File: src/design/crcfold_pkg.sv
// ============================================================================
// CRC-32C fold engine package
// Request kinds, fold and Barrett constants, and the carry-less multiply.
// ============================================================================
`default_nettype none

package crcfold_pkg;

  localparam int unsigned WordW = 32;
  localparam int unsigned DataW = 64;
  localparam int unsigned KindW = 2;

  typedef logic [WordW-1:0] word_t;
  typedef logic [DataW-1:0] dword_t;

  // Request kinds carried in tuser
  typedef enum logic [KindW-1:0] {
    REQ_START = 2'd0,
    REQ_FOLD8 = 2'd1,
    REQ_WORD4 = 2'd2,
    REQ_BYTE  = 2'd3
  } req_kind_e;

  localparam word_t AllOnes = 32'hffff_ffff;
  localparam word_t KFoldLo = 32'h493c_7d27;
  localparam word_t KFoldHi = 32'hdd45_aab8;
  localparam word_t KMu     = 32'hdea7_13f1;
  localparam word_t KPoly   = 32'h05ec_76f1;

  // 32x32 -> 64 carry-less product: XOR of shifted partial products
  function automatic dword_t clmul32(input word_t a, input word_t b);
    dword_t acc;
    acc = '0;
    for (int i = 0; i < WordW; i++) begin
      if (b[i]) begin
        acc = acc ^ (dword_t'(a) << i);
      end
    end
    return acc;
  endfunction

endpackage

`default_nettype wire

File: src/design/crc32c_clmul_fold_engine.sv
// ============================================================================
// CRC-32C carry-less multiply fold engine
// Running reflected CRC-32C over a 64-bit fold accumulator, one shared
// 32x32 carry-less multiplier stepped by a small sequencer.
// ============================================================================
//
// Usage:
//   Slave channel: one transfer per request. tuser selects the kind (start
//   with seed, fold eight bytes, reduce four bytes, reduce one byte), tdata
//   carries the 64-bit payload (seed in bits 31:0, data bytes little-endian).
//   Master channel: exactly one transfer per request, the running CRC after
//   that request (low accumulator half XOR all-ones).
//   Steps: after the request transfer the sequencer runs the first multiply,
//   the second multiply and the output load, in that order; start skips the
//   multiplies and goes straight to the output load. The output load waits
//   while the output register is still held by the receiver. A new request
//   is taken only back in the idle state, once the previous one is through,
//   since the two dependent products share the single carry-less multiplier.
//   The slave side is ready only while the sequencer is idle. A finished
//   result sits in the output register, and a new request may be taken while
//   it waits; a request that completes while the receiver still stalls holds
//   in the output state until the register frees up.
//   Reset clears the accumulator to zero, so requests issued before any start
//   work from an all-zero remainder. Issue fold8 only while at least eight
//   more bytes follow, and close with a four-byte reduction.
//
`default_nettype none

module crc32c_clmul_fold_engine
  import crcfold_pkg::*;
(
  input  wire logic         clk_i,
  input  wire logic         rst_ni,
  // slave side
  input  wire logic         s_axis_tvalid,
  output logic              s_axis_tready,
  input  wire logic [63:0]  s_axis_tdata,   // [63:0] payload
  input  wire logic [1:0]   s_axis_tuser,   // [1:0] req_type
  // master side
  output logic              m_axis_tvalid,
  input  wire logic         m_axis_tready,
  output logic [31:0]       m_axis_tdata    // [31:0] crc_value
);

  typedef enum logic [1:0] {
    ST_IDLE,
    ST_MUL1,
    ST_MUL2,
    ST_OUT
  } state_e;

  state_e    state_q, state_d;
  req_kind_e kind_q, kind_d;
  dword_t    data_q, data_d;
  dword_t    prod_q, prod_d;
  word_t     lo_q, lo_d;
  word_t     hi_q, hi_d;
  logic      ovalid_q, ovalid_d;
  word_t     ocrc_q, ocrc_d;

  // shared multiplier port
  word_t  mul_a;
  word_t  mul_k;
  dword_t mul_p;

  logic in_xfer;
  logic out_free;

  assign in_xfer  = s_axis_tvalid && s_axis_tready;
  assign out_free = !ovalid_q || m_axis_tready;

  assign s_axis_tready = (state_q == ST_IDLE);
  assign m_axis_tvalid = ovalid_q;
  assign m_axis_tdata  = ocrc_q;

  // Operand select for the one multiplier
  always_comb begin
    mul_a = '0;
    mul_k = '0;
    if (state_q == ST_MUL1) begin
      unique case (kind_q)
        REQ_FOLD8: begin
          mul_a = lo_q ^ data_q[WordW-1:0];
          mul_k = KFoldLo;
        end
        REQ_WORD4: begin
          mul_a = lo_q ^ data_q[WordW-1:0];
          mul_k = KMu;
        end
        REQ_BYTE: begin
          // (lo ^ byte) << 24 keeps only the low byte of the XOR
          mul_a = {lo_q[7:0] ^ data_q[7:0], 24'h0};
          mul_k = KMu;
        end
        default: begin
          mul_a = '0;
          mul_k = '0;
        end
      endcase
    end else if (state_q == ST_MUL2) begin
      if (kind_q == REQ_FOLD8) begin
        mul_a = hi_q ^ data_q[DataW-1:WordW];
        mul_k = KFoldHi;
      end else begin
        // Barrett second step on the quotient from the first product
        mul_a = prod_q[WordW-1:0];
        mul_k = KPoly;
      end
    end
  end

  assign mul_p = clmul32(mul_a, mul_k);

  // Sequencer
  always_comb begin
    state_d  = state_q;
    kind_d   = kind_q;
    data_d   = data_q;
    prod_d   = prod_q;
    lo_d     = lo_q;
    hi_d     = hi_q;
    ovalid_d = ovalid_q;
    ocrc_d   = ocrc_q;

    // drop the result once the receiver takes it
    if (ovalid_q && m_axis_tready) begin
      ovalid_d = 1'b0;
    end

    unique case (state_q)
      ST_IDLE: begin
        if (in_xfer) begin
          kind_d = req_kind_e'(s_axis_tuser);
          data_d = s_axis_tdata;
          if (req_kind_e'(s_axis_tuser) == REQ_START) begin
            lo_d    = s_axis_tdata[WordW-1:0] ^ AllOnes;
            hi_d    = '0;
            state_d = ST_OUT;
          end else begin
            state_d = ST_MUL1;
          end
        end
      end
      ST_MUL1: begin
        prod_d  = mul_p;
        state_d = ST_MUL2;
      end
      ST_MUL2: begin
        unique case (kind_q)
          REQ_FOLD8: begin
            lo_d = mul_p[WordW-1:0] ^ prod_q[WordW-1:0];
            hi_d = mul_p[DataW-1:WordW] ^ prod_q[DataW-1:WordW];
          end
          REQ_WORD4: begin
            lo_d = hi_q ^ mul_p[DataW-1:WordW] ^ prod_q[WordW-1:0];
            hi_d = '0;
          end
          REQ_BYTE: begin
            lo_d = {8'h0, lo_q[WordW-1:8]} ^ mul_p[DataW-1:WordW] ^ prod_q[WordW-1:0];
          end
          default: begin
            lo_d = lo_q;
          end
        endcase
        state_d = ST_OUT;
      end
      ST_OUT: begin
        if (out_free) begin
          ovalid_d = 1'b1;
          ocrc_d   = lo_q ^ AllOnes;
          state_d  = ST_IDLE;
        end
      end
      default: begin
        state_d = ST_IDLE;
      end
    endcase
  end

  always_ff @(posedge clk_i or negedge rst_ni) begin
    if (!rst_ni) begin
      state_q  <= ST_IDLE;
      kind_q   <= REQ_START;
      data_q   <= '0;
      prod_q   <= '0;
      lo_q     <= '0;
      hi_q     <= '0;
      ovalid_q <= 1'b0;
      ocrc_q   <= '0;
    end else begin
      state_q  <= state_d;
      kind_q   <= kind_d;
      data_q   <= data_d;
      prod_q   <= prod_d;
      lo_q     <= lo_d;
      hi_q     <= hi_d;
      ovalid_q <= ovalid_d;
      ocrc_q   <= ocrc_d;
    end
  end

endmodule

`default_nettype wire
File: config.mk
export PLATFORM = sky130hd
export DESIGN_NAME = crc32c_clmul_fold_engine
export DESIGN_NICKNAME = d
export VERILOG_FILES = /design/src/design/crcfold_pkg.sv /design/src/design/crc32c_clmul_fold_engine.sv
export SDC_FILE = /design/constraint.sdc
export NUM_CORES = 1
export LEC_CHECK = 0
export BUFFER_PORTS_ARGS = -buffer_cell sky130_fd_sc_hd__buf_2
export CORE_AREA = 2 2 209 211
export DETAILED_ROUTE_END_ITERATION = 10
export DIE_AREA = 0 0 211 213
export MAX_ROUTING_LAYER = met4
export PLACE_DENSITY = 0.72
export SLEW_MARGIN = 20
export SYNTH_ARGS = -nofsm -noshare
export SYNTH_HDL_FRONTEND = slang
export SYNTH_SLANG_ARGS = --single-unit
File: constraint.sdc
create_clock -name clk_i -period 9.65 [get_ports clk_i]
set_input_delay 0.4825 -clock clk_i [delete_from_list [all_inputs] [get_ports clk_i]]
set_output_delay 0.4825 -clock clk_i [all_outputs]
set_load 0.05 [all_outputs]
==> metrics.log <==
INFO  metric worst_reg_to_reg_path_cell_count = 15
INFO  metric drv_slew = 0
INFO  metric yosys.area.top_type_share = 24.4%
INFO  metric timing.max_cap.violations = 0
INFO  metric timing.max_slew.rel_slack = 14.9%
INFO  metric cp_max_stage_delay = 880 ps
INFO  metric place_hpwl = 88700 µm
INFO  metric first_pass_iters = 8
INFO  metric cts_tree = done
INFO  metric synth_top_cells_by_area = dfrtp_1, xnor2_1, xnor3_1
INFO  metric clkLatencyLatePin = 540 ps
INFO  metric nNetsFinal = 2772
INFO  metric library_cells_used_by_synthesis = 85
INFO  metric placement_rows = 76
INFO  metric setup_tns_final = 0 ps
INFO  metric min_period = 6400 ps
INFO  metric setup.worst_path.end_class = register
INFO  metric startpoint_type = register
INFO  metric critPathKind = register to register
INFO  metric cts.repair.resized = 0
INFO  metric critical_path.reg2reg.startpoint = state_q[1]$_DFFE_PN0P_
INFO  metric htree_num_levels = 1
INFO  metric globalRouteOverflowTotal = 0
INFO  metric fin_worst_skew = 24.0 ps
INFO  metric synth_largest_area_cell = dfrtp_1
INFO  metric vias = 23389
INFO  metric net_count_synth = 2718
INFO  metric r2r_setup_slack = 3250 ps
INFO  metric synth_common_cells = xnor2_1, nor2_1, nand2_1
INFO  metric finalCritPeriodShare = 66.3%
INFO  metric cts-root-buf = clkbuf_16
INFO  metric fp.dieArea = 44900 µm²
INFO  metric initial_antenna_violation_count = 10
INFO  metric postSynthRegisterBits = 227
INFO  metric final_cell_count_no_fill = 3267
INFO  metric regToRegEndpoint = lo_q[23]$_DFFE_PN0P_
INFO  metric worst-slew-pin-transition = 1270 ps
INFO  metric seq_area_frac_synth = 24.4%
INFO  metric largest_net_degree_at_the_start_of_global_routing = 148
INFO  metric place.detailed.instances = 3212
INFO  metric i_o_buffers = 103
INFO  metric area_growth = 8.89%
INFO  metric worst-path-max-fanout = 54
INFO  metric hold_violations = 0
INFO  metric finalSetupViolations = 0
INFO  metric cts-buffers-inserted = 23
INFO  metric setup.worst_path.start = state_q[1]$_DFFE_PN0P_
INFO  metric asyncSetResetFlopFracSynth = 100%
INFO  metric initial_utilization = 54.6%
INFO  metric critPathRequiredTime = 10100 ps
INFO  metric drt.antenna.violating_nets = 0
INFO  metric routed_wirelength = 120000 µm
INFO  metric tritoncts_sink_count = 227
INFO  metric proportion_of_layout_cells_with_a_drive_suffix_above_1 = 15.1%
INFO  metric min-delay-path-class = primary input to register
INFO  metric cell_area_after_technology_mapping = 23300 µm²
INFO  metric grt_first_pass_wirelength = 166000 µm
INFO  metric synth_ff_type = dfrtp_1
INFO  metric cts_buffer_depth = 3
INFO  metric yosysWarningCount = 0
INFO  metric boundaryPins = 104
INFO  metric status = complete, no violations
INFO  metric synthCells = 2640
INFO  metric coreArea = 42700 µm²
INFO  metric synth_enable_flop_cells = 0
INFO  metric path_cells = inv_1 > ha_4 > and3b_2 > buf_4 > a22o_1 > nor3_1 > nor3_1 > xnor3_1 > xnor3_1 > xnor2_1 > and2_1 > a221oi_1 > xnor2_1 > a21oi_1 > o21ai_0
INFO  metric first_global_vias = 22081
INFO  metric die-width = 211 µm
INFO  metric remaining_routing_drc_violations = 0
INFO  metric worstSetupEndpoint = lo_q[23]$_DFFE_PN0P_
INFO  metric maxClockFrequency = 0.156 GHz
INFO  metric weighted_congestion_at_the_end_of_routability_driven_global_placement = 1.16
INFO  metric worst_setup_hold_path_clk_slew = 80 ps
INFO  metric whs = 166 ps
INFO  metric grt.total_usage = 54.5%
INFO  metric drt_first_iter_violations = 4335
INFO  metric grt_setup_unrepaired = false
INFO  metric wl_per_cell = 36.8 µm
INFO  metric worst_ep_arrival_time = 6860 ps
INFO  metric die_y = 213 µm
INFO  metric cp_slowest_cell = a22o_1
INFO  metric route.detailed.vias_per_inst = 7.16
INFO  metric syn_avg_cell_area = 8.82 µm²
INFO  metric synth_most_common_cell = xnor2_1
-- critical path, delay by kind of cell (launching register included) --
family,cells,cell delay (ps)
xor+xnor,4,1770
simple gates,4,1400
fa+ha+maj,1,650
compound gates,4,1240
buf+inv,2,760
flops,1,450
-- repair_timing --
item | 4_1_cts | 5_1_grt
hold buffers | 0 | 1
buffers inserted | 0 | 0
hold endpoints to repair | 0 | 44
-- layer usage --
metal | global-route usage [%] | part of all wire (%) | wire length [µm]
met4 | 36.4 | 8.7 | 10500
met5 | - | 0 | 0
met3 | 24.4 | 17 | 20900
met1 | 65.7 | 35 | 41700
met2 | 72.7 | 39 | 47300
-- sequential cells by signal, summed over array words and instances (netlist names) --
register,cells
prod_q,63
m_axis_tvalid,1
kind_q,2
data_q,64
lo_q,32
hi_q,31
state_q,2
m_axis_tdata,32
-- area by class of cell --
cell class	count	area [µm²]
Antenna cell	13	32.5
Clock buffer	29	628
Clock inverter	10	114
Fill cell	3635	17300
Inverter	13	48.8
Multi-Input combinational cell	2227	16900
Sequential cell	227	5680
Tap cell	546	683
Timing Repair Buffer	202	1290
-- how the worst min path moves through the flow --
stage | startpoint | to | cells after the start
CTS | rst_ni | hi_q[27]$_DFFE_PN0P_ | 1
global placement | m_axis_tdata[8]$_DFFE_PN0P_ | m_axis_tdata[8]$_DFFE_PN0P_ | 2
finish | s_axis_tdata[62] | data_q[62]$_DFFE_PN0P_ | 2
global route | s_axis_tdata[62] | data_q[62]$_DFFE_PN0P_ | 2
detailed placement | m_axis_tdata[8]$_DFFE_PN0P_ | m_axis_tdata[8]$_DFFE_PN0P_ | 2
floorplan | rst_ni | data_q[0]$_DFFE_PN0P_ | 0
-- placed cells by master (no fill, tap or decap), types with 21 or more instances in the layout --
| cell | netlist | final |
|---|---|---|
| o21ai_0 | 176 | 174 |
| a21oi_1 | 159 | 157 |
| buf_2 | 45 | 102 |
| buf_4 | 9 | 95 |
| mux2_2 | 94 | 94 |
| o22ai_1 | 31 | 31 |
| clkbuf_16 | 0 | 23 |
| xnor3_1 | 100 | 100 |
| a22oi_1 | 32 | 31 |
| a221oi_1 | 21 | 21 |
| dfrtp_1 | 227 | 227 |
| nand2_1 | 264 | 262 |
| nor3_1 | 27 | 27 |
| nand2b_1 | 25 | 25 |
| nor2_1 | 307 | 300 |
| xnor2_1 | 561 | 561 |
| xor2_1 | 142 | 142 |
-- through the flow --
| stage | utilization (%) | worst slack [ps] | instance area, µm² |
|---|---|---|---|
| 2_1_floorplan | - | 5660 | 23300 |
| 4_1_cts | 59.2 | 3540 | 25300 |
| 6_report | 59.4 | 3250 | 25400 |
| 3_3_place_gp | 57.4 | 3480 | 24500 |
| 5_1_grt | 59.4 | 3290 | 25400 |
| 3_5_place_dp | 57.5 | 3590 | 24500 |
-- kinds of logic (layout without fill, tap and decap cells) --
group,after synthesis,in the layout,synth area share (%)
buffers and inverters,186,254,3.71
DFF,227,227,24.4
and+or+nand+nor,699,699,12.7
other,0,13,0
muxes,105,105,5.02
AOI/OAI and AO/OA,604,604,17.0
xor gates and xnor gates,811,811,36.8
adders and majority gates,8,8,0.430
Power is left out: the tool's default activity adds up to more than one toggle a clock period on the data nets, which glitch-free logic cannot reach.
